==> config.mk <==
export PLATFORM = sky130hd
export DESIGN_NAME = hid_report_usage_table
export DESIGN_NICKNAME = d
export VERILOG_FILES = /design/src/hdl/hrut_pkg.sv /design/src/hdl/hrut_ram.sv /design/src/hdl/hrut_front.sv /design/src/hdl/hrut_back.sv /design/src/hdl/hid_report_usage_table.sv
export SDC_FILE = /design/constraint.sdc
export NUM_CORES = 2
export LEC_CHECK = 0
export BUFFER_PORTS_ARGS = -buffer_cell sky130_fd_sc_hd__buf_2
export CAP_MARGIN = 5
export CORE_MARGIN = 2
export CORE_UTILIZATION = 50
export CTS_BUF_LIST = sky130_fd_sc_hd__clkbuf_16
export CTS_CLUSTER_DIAMETER = 200
export DETAILED_ROUTE_END_ITERATION = 7
export GPL_ROUTABILITY_DRIVEN = 0
export PLACE_DENSITY_LB_ADDON = 0.12
export SYNTH_ARGS = -nofsm -noshare
export SYNTH_HDL_FRONTEND = slang
export SYNTH_SLANG_ARGS = --single-unit
==> constraint.sdc <==
create_clock -name clk -period 6.8 [get_ports clk]
set_clock_uncertainty 0.15 [all_clocks]
set_input_delay 0.34 -clock clk [delete_from_list [all_inputs] [get_ports clk]]
set_output_delay 0.34 -clock clk [all_outputs]
set_load 0.02 [all_outputs]
==> src/hdl/hrut_pkg.sv <==
// Shared types and constants of the HID report usage table.
package hrut_pkg;

  // Operation codes.
  localparam logic [1:0] OP_REGISTER   = 2'd0;
  localparam logic [1:0] OP_WRITE      = 2'd1;
  localparam logic [1:0] OP_QUERY      = 2'd2;
  localparam logic [1:0] OP_UNREGISTER = 2'd3;

  // Result status codes.
  localparam logic [1:0] ST_OK       = 2'd0;
  localparam logic [1:0] ST_BADPARAM = 2'd1;
  localparam logic [1:0] ST_NOTFOUND = 2'd2;
  localparam logic [1:0] ST_NOSLOT   = 2'd3;

  // Device kinds; all but KIND_NONE carry a default usage mapping.
  localparam logic [2:0] KIND_NONE     = 3'd0;
  localparam logic [2:0] KIND_MOUSE    = 3'd1;
  localparam logic [2:0] KIND_KEYBOARD = 3'd2;
  localparam logic [2:0] KIND_GAMEPAD  = 3'd3;

  // Usage pages and usages of the default mappings.
  localparam logic [15:0] PAGE_DESKTOP = 16'h0001;
  localparam logic [15:0] PAGE_KEYS    = 16'h0007;
  localparam logic [15:0] USE_X        = 16'h0030;
  localparam logic [15:0] USE_Y        = 16'h0031;
  localparam logic [15:0] USE_WHEEL    = 16'h0038;
  localparam logic [15:0] USE_KEY0     = 16'h0004;
  localparam logic [15:0] KEY_COUNT    = 16'd6;

  // Stored report head and the slot memory word {kind, head}.
  localparam int HEAD_BYTES = 8;
  localparam int HEAD_W     = 64;
  localparam int KIND_W     = 3;
  localparam int WORD_W     = KIND_W + HEAD_W;

  // Free-slot search works on groups of this many slots.
  localparam int GRP   = 16;
  localparam int GRP_W = 4;

  typedef struct packed {
    logic [1:0]  opcode;
    logic [7:0]  device_id;
    logic [2:0]  device_type;
    logic [7:0]  byte_index;
    logic [7:0]  byte_value;
    logic [15:0] usage_page;
    logic [15:0] usage_code;
  } in_item_t;

  typedef struct packed {
    logic [1:0]  status;
    logic [7:0]  assigned_id;
    logic [15:0] field_value;
  } out_item_t;

  // Usage class worked out before the slot's kind is known.
  typedef enum logic [2:0] {
    UC_NONE,
    UC_X,
    UC_Y,
    UC_WHEEL,
    UC_KEY
  } uclass_t;

  // Classified transaction as it waits between front and back.
  typedef struct packed {
    logic [1:0]  opcode;
    logic        bad_id;
    logic [7:0]  slot;
    logic [2:0]  kind;
    logic        byte_ok;
    logic [2:0]  byte_lane;
    logic [7:0]  byte_value;
    uclass_t     uclass;
    logic [2:0]  key_idx;
  } q_entry_t;

  typedef enum logic {
    BK_FETCH,
    BK_EXEC
  } bk_state_t;

endpackage

==> src/hdl/hrut_ram.sv <==
// Generic single-port-write, single-port-read RAM with registered read data.
module hrut_ram #(
  parameter int WIDTH = 8,
  parameter int DEPTH = 32
) (
  input  logic                     clk,
  input  logic                     we,
  input  logic [$clog2(DEPTH)-1:0] waddr,
  input  logic [WIDTH-1:0]         wdata,
  input  logic                     re,
  input  logic [$clog2(DEPTH)-1:0] raddr,
  output logic [WIDTH-1:0]         rdata
);

  logic [WIDTH-1:0] mem_r [DEPTH];
  logic [WIDTH-1:0] rdata_r;

  always_ff @(posedge clk) begin
    if (we) begin
      mem_r[waddr] <= wdata;
    end
    if (re) begin
      rdata_r <= mem_r[raddr];
    end
  end

  assign rdata = rdata_r;

endmodule

==> src/hdl/hrut_front.sv <==
// Front end: accepts transactions, classifies them and queues them for the back end.
module hrut_front #(
  parameter int MAX_DEVICES = 32
) (
  input  logic              clk,
  input  logic              rst_n,
  input  logic              start,
  output logic              busy,
  input  hrut_pkg::in_item_t in_item,
  input  logic              pop,
  output logic              head_valid,
  output hrut_pkg::q_entry_t head
);

  hrut_pkg::q_entry_t q_r [2];
  hrut_pkg::q_entry_t ent;
  logic [1:0] cnt_r, cnt_nxt;
  logic       wp_r, wp_nxt;
  logic       rp_r, rp_nxt;
  logic       accept;

  assign busy       = (cnt_r == 2'd2);
  assign head_valid = (cnt_r != 2'd0);
  assign head       = q_r[rp_r];
  assign accept     = start && !busy;

  // Everything that does not depend on the slot's stored state is decided here.
  always_comb begin
    ent            = '0;
    ent.opcode     = in_item.opcode;
    ent.bad_id     = (in_item.device_id == 8'd0) ||
                     (in_item.device_id > 8'(MAX_DEVICES));
    ent.slot       = in_item.device_id - 8'd1;
    ent.kind       = in_item.device_type;
    ent.byte_ok    = (in_item.byte_index[7:3] == 5'd0);
    ent.byte_lane  = in_item.byte_index[2:0];
    ent.byte_value = in_item.byte_value;
    ent.uclass     = hrut_pkg::UC_NONE;
    ent.key_idx    = 3'd0;
    if (in_item.usage_page == hrut_pkg::PAGE_DESKTOP) begin
      if (in_item.usage_code == hrut_pkg::USE_X) begin
        ent.uclass = hrut_pkg::UC_X;
      end else if (in_item.usage_code == hrut_pkg::USE_Y) begin
        ent.uclass = hrut_pkg::UC_Y;
      end else if (in_item.usage_code == hrut_pkg::USE_WHEEL) begin
        ent.uclass = hrut_pkg::UC_WHEEL;
      end
    end else if (in_item.usage_page == hrut_pkg::PAGE_KEYS &&
                 in_item.usage_code >= hrut_pkg::USE_KEY0 &&
                 in_item.usage_code < hrut_pkg::USE_KEY0 + hrut_pkg::KEY_COUNT) begin
      ent.uclass  = hrut_pkg::UC_KEY;
      ent.key_idx = 3'(in_item.usage_code - hrut_pkg::USE_KEY0);
    end
  end

  always_comb begin
    wp_nxt  = accept ? ~wp_r : wp_r;
    rp_nxt  = pop ? ~rp_r : rp_r;
    cnt_nxt = 2'(cnt_r + {1'b0, accept} - {1'b0, pop});
  end

  always_ff @(posedge clk) begin
    if (!rst_n) begin
      cnt_r <= 2'd0;
      wp_r  <= 1'b0;
      rp_r  <= 1'b0;
    end else begin
      cnt_r <= cnt_nxt;
      wp_r  <= wp_nxt;
      rp_r  <= rp_nxt;
    end
  end

  always_ff @(posedge clk) begin
    if (accept) begin
      q_r[wp_r] <= ent;
    end
  end

  a_pop_nonempty: assert property (@(posedge clk) disable iff (!rst_n)
    pop |-> head_valid)
    else $error("queue popped while empty");

  a_cnt_range: assert property (@(posedge clk) disable iff (!rst_n)
    cnt_r != 2'd3)
    else $error("queue count out of range");

  a_full_blocks: assert property (@(posedge clk) disable iff (!rst_n)
    (busy && !pop) |=> (cnt_r == 2'd2) && $stable(wp_r))
    else $error("full queue took a transaction");

endmodule

==> src/hdl/hrut_back.sv <==
// Back end: slot state, report memory and execution of queued transactions.
module hrut_back #(
  parameter int MAX_DEVICES = 32
) (
  input  logic               clk,
  input  logic               rst_n,
  input  logic               head_valid,
  input  hrut_pkg::q_entry_t head,
  output logic               pop,
  output logic               out_valid,
  output hrut_pkg::out_item_t out_item
);

  localparam int SLOT_W = $clog2(MAX_DEVICES);
  localparam int NGROUP = (MAX_DEVICES + hrut_pkg::GRP - 1) / hrut_pkg::GRP;
  localparam int PAD    = NGROUP * hrut_pkg::GRP;

  hrut_pkg::bk_state_t state_r, state_nxt;
  hrut_pkg::q_entry_t  cur_r;
  hrut_pkg::out_item_t out_r, out_nxt;
  logic                out_valid_r, out_valid_nxt;

  logic [MAX_DEVICES-1:0] busy_r, busy_nxt;
  logic [MAX_DEVICES-1:0] wvalid_r, wvalid_nxt;
  logic [PAD-1:0]         busy_pad;

  logic [NGROUP-1:0]        gfree, grp_free_r;
  logic [hrut_pkg::GRP_W-1:0] glow [NGROUP];
  logic [hrut_pkg::GRP_W-1:0] grp_low_r [NGROUP];

  logic                        ram_we;
  logic [SLOT_W-1:0]           ram_waddr;
  logic [hrut_pkg::WORD_W-1:0] ram_wdata;
  logic [hrut_pkg::WORD_W-1:0] ram_rdata;

  logic [SLOT_W-1:0]           slot;
  logic [hrut_pkg::WORD_W-1:0] word;
  logic [hrut_pkg::KIND_W-1:0] def_kind;
  logic [hrut_pkg::HEAD_W-1:0] cur_head, new_head;
  logic [7:0]                  hb [hrut_pkg::HEAD_BYTES];
  logic                        found;
  logic [7:0]                  free_idx;
  logic                        q_hit;
  logic                        q_wide;
  logic [2:0]                  q_byte;

  hrut_ram #(
    .WIDTH(hrut_pkg::WORD_W),
    .DEPTH(MAX_DEVICES)
  ) u_ram (
    .clk  (clk),
    .we   (ram_we),
    .waddr(ram_waddr),
    .wdata(ram_wdata),
    .re   (pop),
    .raddr(head.slot[SLOT_W-1:0]),
    .rdata(ram_rdata)
  );

  // Slots past the table count as taken so the search never lands there.
  for (genvar i = 0; i < PAD; i++) begin : g_pad
    if (i < MAX_DEVICES) begin : g_real
      assign busy_pad[i] = busy_r[i];
    end else begin : g_fill
      assign busy_pad[i] = 1'b1;
    end
  end

  // First level of the free-slot search: lowest free slot in each group.
  always_comb begin
    for (int g = 0; g < NGROUP; g++) begin
      gfree[g] = 1'b0;
      glow[g]  = '0;
      for (int b = hrut_pkg::GRP - 1; b >= 0; b--) begin
        if (!busy_pad[g * hrut_pkg::GRP + b]) begin
          gfree[g] = 1'b1;
          glow[g]  = hrut_pkg::GRP_W'(b);
        end
      end
    end
  end

  // Second level: lowest group with a free slot.
  always_comb begin
    found    = 1'b0;
    free_idx = 8'd0;
    for (int g = NGROUP - 1; g >= 0; g--) begin
      if (grp_free_r[g]) begin
        found    = 1'b1;
        free_idx = 8'(g * hrut_pkg::GRP) + 8'(grp_low_r[g]);
      end
    end
  end

  // A slot that was never written since reset holds its reset contents.
  always_comb begin
    slot = cur_r.slot[SLOT_W-1:0];
    if (slot == SLOT_W'(0)) begin
      def_kind = hrut_pkg::KIND_KEYBOARD;
    end else if (slot == SLOT_W'(1)) begin
      def_kind = hrut_pkg::KIND_MOUSE;
    end else begin
      def_kind = hrut_pkg::KIND_NONE;
    end
    word     = wvalid_r[slot] ? ram_rdata : {def_kind, {hrut_pkg::HEAD_W{1'b0}}};
    cur_head = word[hrut_pkg::HEAD_W-1:0];
    for (int i = 0; i < hrut_pkg::HEAD_BYTES; i++) begin
      hb[i] = cur_head[8*i +: 8];
    end
    new_head = cur_head;
    new_head[8*cur_r.byte_lane +: 8] = cur_r.byte_value;
  end

  // Default usage mapping of the slot's kind; offsets are whole bytes.
  always_comb begin
    q_hit  = 1'b0;
    q_wide = 1'b0;
    q_byte = 3'd0;
    unique case (word[hrut_pkg::WORD_W-1:hrut_pkg::HEAD_W])
      hrut_pkg::KIND_MOUSE: begin
        unique case (cur_r.uclass)
          hrut_pkg::UC_X: begin
            q_hit  = 1'b1;
            q_byte = 3'd1;
          end
          hrut_pkg::UC_Y: begin
            q_hit  = 1'b1;
            q_byte = 3'd2;
          end
          hrut_pkg::UC_WHEEL: begin
            q_hit  = 1'b1;
            q_byte = 3'd3;
          end
          default: ;
        endcase
      end
      hrut_pkg::KIND_KEYBOARD: begin
        if (cur_r.uclass == hrut_pkg::UC_KEY) begin
          q_hit  = 1'b1;
          q_byte = 3'(cur_r.key_idx + 3'd1);
        end
      end
      hrut_pkg::KIND_GAMEPAD: begin
        unique case (cur_r.uclass)
          hrut_pkg::UC_X: begin
            q_hit  = 1'b1;
            q_wide = 1'b1;
            q_byte = 3'd0;
          end
          hrut_pkg::UC_Y: begin
            q_hit  = 1'b1;
            q_wide = 1'b1;
            q_byte = 3'd2;
          end
          default: ;
        endcase
      end
      default: ;
    endcase
  end

  always_comb begin
    state_nxt     = state_r;
    pop           = 1'b0;
    busy_nxt      = busy_r;
    wvalid_nxt    = wvalid_r;
    ram_we        = 1'b0;
    ram_waddr     = slot;
    ram_wdata     = {word[hrut_pkg::WORD_W-1:hrut_pkg::HEAD_W], new_head};
    out_valid_nxt = 1'b0;
    out_nxt       = '0;
    unique case (state_r)
      hrut_pkg::BK_FETCH: begin
        if (head_valid) begin
          pop       = 1'b1;
          state_nxt = hrut_pkg::BK_EXEC;
        end
      end
      hrut_pkg::BK_EXEC: begin
        state_nxt          = hrut_pkg::BK_FETCH;
        out_valid_nxt      = 1'b1;
        out_nxt.status     = hrut_pkg::ST_OK;
        if (cur_r.opcode == hrut_pkg::OP_REGISTER) begin
          if (found) begin
            busy_nxt[free_idx[SLOT_W-1:0]]   = 1'b1;
            wvalid_nxt[free_idx[SLOT_W-1:0]] = 1'b1;
            ram_we              = 1'b1;
            ram_waddr           = free_idx[SLOT_W-1:0];
            ram_wdata           = {cur_r.kind, {hrut_pkg::HEAD_W{1'b0}}};
            out_nxt.assigned_id = free_idx + 8'd1;
          end else begin
            out_nxt.status = hrut_pkg::ST_NOSLOT;
          end
        end else if (cur_r.bad_id) begin
          out_nxt.status = hrut_pkg::ST_BADPARAM;
        end else if (!busy_r[slot]) begin
          out_nxt.status = hrut_pkg::ST_NOTFOUND;
        end else begin
          unique case (cur_r.opcode)
            hrut_pkg::OP_WRITE: begin
              // Bytes past the stored head are accepted and dropped.
              if (cur_r.byte_ok) begin
                ram_we           = 1'b1;
                wvalid_nxt[slot] = 1'b1;
              end
            end
            hrut_pkg::OP_QUERY: begin
              if (q_hit) begin
                out_nxt.field_value = {q_wide ? hb[3'(q_byte + 3'd1)] : 8'd0, hb[q_byte]};
              end else begin
                out_nxt.status = hrut_pkg::ST_NOTFOUND;
              end
            end
            hrut_pkg::OP_UNREGISTER: begin
              busy_nxt[slot] = 1'b0;
            end
            default: ;
          endcase
        end
      end
      default: state_nxt = hrut_pkg::BK_FETCH;
    endcase
  end

  always_ff @(posedge clk) begin
    if (!rst_n) begin
      state_r     <= hrut_pkg::BK_FETCH;
      out_valid_r <= 1'b0;
      busy_r      <= MAX_DEVICES'(2'b11);
      wvalid_r    <= '0;
    end else begin
      state_r     <= state_nxt;
      out_valid_r <= out_valid_nxt;
      busy_r      <= busy_nxt;
      wvalid_r    <= wvalid_nxt;
    end
  end

  always_ff @(posedge clk) begin
    if (pop) begin
      cur_r      <= head;
      grp_free_r <= gfree;
      for (int g = 0; g < NGROUP; g++) begin
        grp_low_r[g] <= glow[g];
      end
    end
    out_r <= out_nxt;
  end

  assign out_valid = out_valid_r;
  assign out_item  = out_r;

  a_strobe_after_exec: assert property (@(posedge clk) disable iff (!rst_n)
    out_valid_r |-> $past(state_r == hrut_pkg::BK_EXEC))
    else $error("result strobe without an executed transaction");

  a_strobe_single: assert property (@(posedge clk) disable iff (!rst_n)
    out_valid_r |=> !out_valid_r)
    else $error("result strobe held for more than one cycle");

  a_id_only_on_register: assert property (@(posedge clk) disable iff (!rst_n)
    (out_valid_r && out_r.assigned_id != 8'd0) |->
      (out_r.status == hrut_pkg::ST_OK) && (cur_r.opcode == hrut_pkg::OP_REGISTER))
    else $error("device id returned by a transaction other than register");

  a_register_marks_busy: assert property (@(posedge clk) disable iff (!rst_n)
    (state_r == hrut_pkg::BK_EXEC && cur_r.opcode == hrut_pkg::OP_REGISTER && found) |=>
      $countones(busy_r) == $countones($past(busy_r)) + 1)
    else $error("register did not take exactly one slot");

endmodule

==> src/hdl/hid_report_usage_table.sv <==
// HID report usage table: device slots, stored report heads and usage lookup.
//
// A transaction is taken when start is high and busy is low; in_item carries
// the opcode (register, write report byte, query usage, unregister) and its
// operands. Each transaction gives exactly one result: out_valid is high for
// one cycle while out_item holds status, assigned id and the extracted field.
// The receiver cannot hold results off; results come in transaction order.
// The back end pops a queued transaction in its fetch state, which reads the
// slot memory, then executes it in its exec state, which writes it back and
// registers the result; only then does it take the next transaction.
// A two-entry queue between front and back keeps start accepted while the
// back end works; busy rises only when that queue is full.
// Reset (rst_n low at a clock edge) empties the queue, marks slot 0 busy as a
// keyboard and slot 1 busy as a mouse, frees all other slots and zeroes all
// report heads. The table is ready in the cycle after reset; there is no
// clearing pass.
module hid_report_usage_table #(
  parameter int MAX_DEVICES = 32
) (
  input  logic                clk,
  input  logic                rst_n,
  input  logic                start,
  output logic                busy,
  input  hrut_pkg::in_item_t  in_item,
  output logic                out_valid,
  output hrut_pkg::out_item_t out_item
);

  hrut_pkg::q_entry_t head;
  logic               head_valid;
  logic               pop;

  hrut_front #(
    .MAX_DEVICES(MAX_DEVICES)
  ) u_front (
    .clk       (clk),
    .rst_n     (rst_n),
    .start     (start),
    .busy      (busy),
    .in_item   (in_item),
    .pop       (pop),
    .head_valid(head_valid),
    .head      (head)
  );

  hrut_back #(
    .MAX_DEVICES(MAX_DEVICES)
  ) u_back (
    .clk       (clk),
    .rst_n     (rst_n),
    .head_valid(head_valid),
    .head      (head),
    .pop       (pop),
    .out_valid (out_valid),
    .out_item  (out_item)
  );

endmodule
After elaboration in Yosys (flattened, before gate mapping). Memories as Yosys holds them, arrays and structs flattened. A register that Yosys moved wholly into a read port is not among the register bits. Index checks and enable logic that the tools add are counted.

Input bits: 64. Memories kept: 3. Register bits after elaboration: 127. Memory bits (writable): 2216. Output and inout bits: 28. Logic and storage cells: 216.

Memory list: u_back.u_ram.mem_r (depth 32, bits a word 67, rd ports 1, clocked after Yosys merged registers in 1, write ports 1, RTL line hrut_ram.sv:15) `logic [WIDTH-1:0] mem_r [DEPTH];`; u_front.q_r (depth 2, bits a word 32, rd ports 1, clocked after Yosys merged registers in 1, write ports 1, RTL line hrut_front.sv:15) `hrut_pkg::q_entry_t q_r [2];`; u_back.grp_low_r (depth 2, bits a word 4, rd ports 2, clocked after Yosys merged registers in 0, write ports 2, RTL line hrut_back.sv:29) `logic [hrut_pkg::GRP_W-1:0] grp_low_r [NGROUP];`.

Reduce and logical (&&, ||, !) cells: 25. Equal/unequal tests: 19. Shift operators: 2. Multiplexer cells: 113. Bitwise operators: 14. Order comparisons: 9. Add/sub/neg operators: 9.

Operators with widths (number): $mux 32 (11); $mux 67 (4); $mux 4 (32); $or 32x32->32 (3); $bwmux 64 (1); $shift 8x34->64 const A (1); $shiftx 8x34->64 (1); $bmux 8 s3 (2); $eq 16x6->1 const B (3); $mux 8 (6); $neg 6->34 (1); $and 32x32->32 (1); $not 32->32 (1); $mux 1 (31); $reduce_and 15->1 (2); $mux 3 (6); $eq 16x1->1 const B (1); $eq 16x3->1 const B (1); $ge 16x3->1 const B (1); $lt 16x4->1 const B (1); $mux 2 (8); $mux 5 (3); $eq 3x2->1 const B (4); $lt 5x6->1 const B (2); other kinds (40) (64).

Depth between registers and ports, before layout.
Depth in word-level cells: 16. Mapped depth: 16. Depth with buffers taken out: 11.

Hierarchy. Synthesis repeated with hierarchy kept, for this count alone.

Cells, all modules: 5171. Area, all modules: 95033.6 um^2.

By module, submodules not included: hrut_ram (area each 83627.7 um^2, cells an instance 3944, seq. area each 66393.7 um^2, times used 1); hrut_back (area each 8473.1 um^2, cells an instance 1053, seq. area each 2972.9 um^2, times used 1); hrut_front (area each 2932.8 um^2, cells an instance 174, seq. area each 2021.9 um^2, times used 1).

Worst setup path before layout. No wires, ideal clock.

Kind: reg2reg. From: register u_front.cnt_r[1]. To: register u_front.cnt_r[1]. Period minus slack after synthesis: 6.539 ns. Stages on the path, launching flop included: 9. Data required time: 6.535 ns. Arrival time: 6.274 ns. Setup time: 0.115 ns. Buffers on the path: 0. Path slack: 0.261 ns. Cells stage by stage: dfxtp_1 nor2_1 nor2_1 ha_1 inv_1 ha_1 xnor2_1 xnor2_1 and2_1.

Elaborated cells on any way between the ends: 8. Classes of those cells: add/sub: 2; eq/ne: 1; mux: 2; reduce/logical: 3.

RTL lines: start: declaration (RTL line hrut_front.sv:17) `logic [1:0] cnt_r, cnt_nxt;`; start signal: assignment (RTL line hrut_front.sv:68) `cnt_r <= cnt_nxt;`; $reduce_bool 2->1 (RTL line hrut_front.sv:23) `assign head_valid = (cnt_r != 2'd0);`; $mux 1 (RTL line hrut_back.sv:174) `if (head_valid) begin`; $mux 1 (RTL line hrut_back.sv:172) `unique case (state_r)`; via pop (RTL line hid_report_usage_table.sv:31) `logic pop;`; $sub 2x1->2 (RTL line hrut_front.sv:59) `cnt_nxt = 2'(cnt_r + {1'b0, accept} - {1'b0, pop});`.

The timed path passes the listed nets, and every way through them passes these cells. A chain may end at the register's enable or synchronous reset.

Worst setup path after layout.
From: register u_back.cur_r[21] (netlist bit). To: memory u_back.u_ram.mem_r[22][44] (netlist bit), enable pin.

Word-level cells in the longest chain between the ends: 8. Elaborated cells on any way between the ends: 11. Classes of those cells: mux: 11.

RTL lines: start: declaration (RTL line hrut_back.sv:19) `hrut_pkg::q_entry_t cur_r;`; start signal: assignment (RTL line hrut_back.sv:241) `cur_r <= head;`; $bmux 1 s5 (RTL line hrut_back.sv:196) `end else if (!busy_r[slot]) begin`; $mux 1 (implied by the code) (RTL line hrut_back.sv:196); $mux 1 (RTL line hrut_back.sv:196); $mux 1 (RTL line hrut_back.sv:194) `end else if (cur_r.bad_id) begin`; $mux 1 (RTL line hrut_back.sv:183) `if (cur_r.opcode == hrut_pkg::OP_REGISTER) begin`; $mux 1 (RTL line hrut_back.sv:172); $mux 1 (RTL line hrut_ram.sv:19) `if (we) begin`; $mux 1 (implied by the code) (RTL line hrut_ram.sv:20) `mem_r[waddr] <= wdata;`; end: declaration (RTL line hrut_ram.sv:15).

Several ways; a longest one is shown, not always the timed one. The select of a mux whose other input is x is not followed.

==> flow_metrics.tcl <==
set metrics [dict create \
    worstMarginPinSlew_ns 1.33 \
    finalSetupTns_ns 0 \
    final_util_pct 56.9 \
    nets 7828 \
    initial_core_util_pct 50.4 \
    drtAntennaViolNets 0 \
    cp.required_ns 7.14 \
    whs_ns 0.0559 \
    cap_violations 0 \
    ys_seq_area_share_pct 73.2 \
    drc 0 \
    p_total_mw 46.5 \
    area_growth_pct 12.9 \
    ir_worst_vdd_uv 350 \
    end_kind "flop" \
    clock_path_buffers 3 \
    wl_per_cell_um 26.7 \
    r2r_start "u_back.cur_r[21]$_DFFE_PP_" \
    grt_max_degree 155 \
    critPathMaxStageDelay_ns 0.71 \
    ys_ff_latch 2403 \
    grt_pass1_vias 60300 \
    yosysUniqueCellTypes 70 \
    stdcell_count 10500 \
    rows 161 \
    min_path_cells 2 \
    netlist_area_mm2 0.0973 \
    dr.pass1.iters 7 \
    cellPowerDensity_mw_per_mm2 423 \
    grt_remaining_overflow 0 \
    path_class "flop to flop" \
    cts_buffers 239 \
    critical-path-top-delay-family "simple AND/OR/NAND/NOR gates" \
    fp.dieW_um 445 \
    cpMaxStageDelayCell "buf_4" \
    setup_viol 0 \
    grt_antenna_before_repair 2 \
    dp_hpwl_mm 149 \
    rsz0062_at_grt "no" \
    pre_cts_ws_ns 1.63 \
    grtUsageTotal_pct 27.8 \
    die_h_um 445 \
    timing.rr.end "u_back.u_ram.mem_r[22][44]$_DFFE_PP_" \
    path_clk_slew_ns 0.06 \
    dpl_cell_area_mm2 0.102 \
    synth_edf_count 2308 \
    path_buf_inv 3 \
    netSwitchingPower_mw 16.1 \
    p_leak_nw 38.5 \
    status "finished clean" \
    die_area_mm2 0.198 \
    relSlewSlack_pct 11.2 \
    worstSetupStartpointType "flop" \
    p_seq_share_pct 44.7 \
    dp.cells 9989 \
    worstHoldStart "in_item[35]" \
    ys.warnings.count 0 \
    synthArstFlopShare_pct 0 \
    internal_power_mw 30.4 \
    clkPwrFrac_pct 27.5 \
    final_max_slew_viol_count 0 \
    grt_pass1_wl_mm 409 \
    path_common_cell "buf_4" \
    post_cts_resized 0 \
    cts.sinks 2403 \
    hold_path_end "u_front.q_r[1][9]$_DFFE_PP_" \
    period_minus_slack_ns 5.29 \
    syn_area_per_cell_um2 12.7 \
    cts_tree "done" \
    crit_chain "buf_4 -> mux2i_1 -> a22oi_1 -> a21oi_1 -> a211oi_1 -> nand4b_1 -> nor3_1 -> nor2_1 -> buf_4 -> or3_1 -> nor2_4 -> buf_4" \
    drive_above_1_share_pct 10.2 \
    r2r_slack_ns 1.51 \
    port_buffers 89 \
    hold_viol 0 \
    critPathArrivalTime_ns 5.64 \
    fin_ws_ns 1.51 \
    synthCells 7681 \
    via_per_inst 6.11 \
    p_comb_share_pct 27.8 \
    critPathMaxFanout 48 \
    clock.fmax_ghz 0.189 \
    core_area_mm2 0.193 \
    vias 64100 \
    drt_iter0_drc 7922 \
    synth-main-ff-cell "edfxtp_1" \
    htreeDepth 4 \
    drt_wl_total_mm 280 \
    reg2reg_depth 12 \
    io_pins 92 \
    root_buffer "clkbuf_16" \
    hp-class "input pin to flop" \
    period_share_pct 77.9 \
    design_area_mm2 0.110 \
    clk_latency_ns 0.89 \
    switching_share_pct 34.6 \
]
cell type report:
cell class | instances | area (um2)
diodes | 2 | 5.00
clock buffers | 241 | 6030
clock inverters | 203 | 1520
fillers | 15600 | 83200
inverters | 29 | 131
multi-input cells | 4718 | 24500
flip-flops and latches | 2403 | 71200
well taps | 2526 | 3160
repair buffers | 361 | 3250
sequential cells by signal, summed over array words and instances, names as in the netlist, named ones only:
name / count
u_front.rp_r: 1
u_back.cur_r: 29
u_back.grp_low_r: 8
u_back.grp_free_r: 2
u_front.cnt_r: 2
u_back.out_valid: 1
u_back.wvalid_r: 32
u_front.wp_r: 1
u_front.q_r: 58
u_back.u_ram.rdata: 67
u_back.out_item: 24
u_back.state_r: 1
u_back.u_ram.mem_r: 2144
u_back.busy_pad: 32
metal layers:
metal / part of all wire [%] / wire length, um / vias up / track usage [%]
met3: 8.5 / 23700 / 415 / 4.13
li1: - / - / 28400 / -
met1: 42 / 117000 / 32200 / 40.0
met4: 2.7 / 7630 / 0 / 7.88
met5: 0 / 0 / - / 0
met2: 47 / 132000 / 2955 / 44.2
power by group through the flow:
stage	Clock [mW]	Combinational (mW)	Sequential [mW]
2_1_floorplan	0	7.44	20.7
3_3_place_gp	0	12.5	21.0
3_5_place_dp	0	12.7	21.0
4_1_cts	12.9	12.8	20.7
5_1_grt	13.5	13.9	20.8
6_report	12.8	12.9	20.8
cells by family (layout without fill, tap and decap cells):
logic type	count (synthesis)	after routing	synth area share (%)
simple gates	3828	3828	16.9
compound gates	749	749	5.85
other cells	1	4	0.00385
buf+inv	561	834	2.24
fa+ha+maj	12	12	0.154
flops	2403	2403	73.2
mux	114	114	1.48
xor+xnor	13	13	0.117
worst register-to-register path, cell delays in order, from the launching register on:
cell and delay [ns]:
edfxtp_1 0.67, buf_4 0.51, mux2i_1 0.20, a22oi_1 0.24, a21oi_1 0.10, a211oi_1 0.38, nand4b_1 0.34, nor3_1 0.30
nor2_1 0.06, buf_4 0.20, or3_1 0.71, nor2_4 0.23, buf_4 0.71
cells in the mapped netlist (all sizes together), types with 12 or more instances:
library cell  instances  area, um2
edfxtp             2308      69300
nand2              2274       8540
nand3              1138       5700
clkbuf              462       1730
a311oi              335       2930
nor2                151        567
and3                142        888
a31oi                99        619
dfxtp                95       1900
a21o                 70        526
buf                  70        338
a21oi                65        325
mux2i                63        634
o21ai                48        240
a21boi               38        285
mux2                 32        364
nor2b                32        200
inv                  29        111
mux4                 19        443
o22ai                19        119
and2                 16        100
o21a                 14        105
nor3                 13       65.1
a22oi                12        104
ha                   12        150
cells in the final DEF, fill, tap and decap left out, drive strengths merged, types with 8 or more instances in the layout:
cell	n
a22o	10
a22oi	12
and3	142
mux2i	63
bufinv	19
o22a	8
a21boi	38
nand2b	8
nor3	13
a21o	70
nand3	1138
or3	10
dlygate4sd3	45
mux2	32
clkinv	114
edfxtp	2308
a31oi	99
and2	16
o22ai	19
inv	92
a21oi	65
o221ai	11
o21ai	48
o21a	14
dfxtp	95
ha	12
nor2b	32
a311oi	335
nor2	151
clkbuf	241
nand4	11
nand2	2274
nor4	8
buf	316
mux4	19
timing repair:
item                       in CTS  in global routing
setup endpoints to repair       0                  0
hold buffers                   45                  0
hold endpoints to repair       90                  0
setup buffers                   0                  0
how the worst max path moves through the flow:
stage / startpoint / to / slack (ns) / cells after the start
floorplan: u_front.cnt_r[1]$_SDFF_PN0_ / u_front.cnt_r[1]$_SDFF_PN0_ / 0.26 / 8
global placement: u_back.cur_r[21]$_DFFE_PP_ / u_back.u_ram.mem_r[22][60]$_DFFE_PP_ / 1.63 / 12
detailed placement: u_back.cur_r[21]$_DFFE_PP_ / u_back.u_ram.mem_r[22][60]$_DFFE_PP_ / 1.63 / 12
CTS: u_back.cur_r[21]$_DFFE_PP_ / u_back.u_ram.mem_r[22][44]$_DFFE_PP_ / 1.58 / 12
global route: u_back.cur_r[21]$_DFFE_PP_ / u_back.u_ram.mem_r[22][44]$_DFFE_PP_ / 1.29 / 12
finish: u_back.cur_r[21]$_DFFE_PP_ / u_back.u_ram.mem_r[22][44]$_DFFE_PP_ / 1.51 / 12
(Power assumes the default switching activity.)
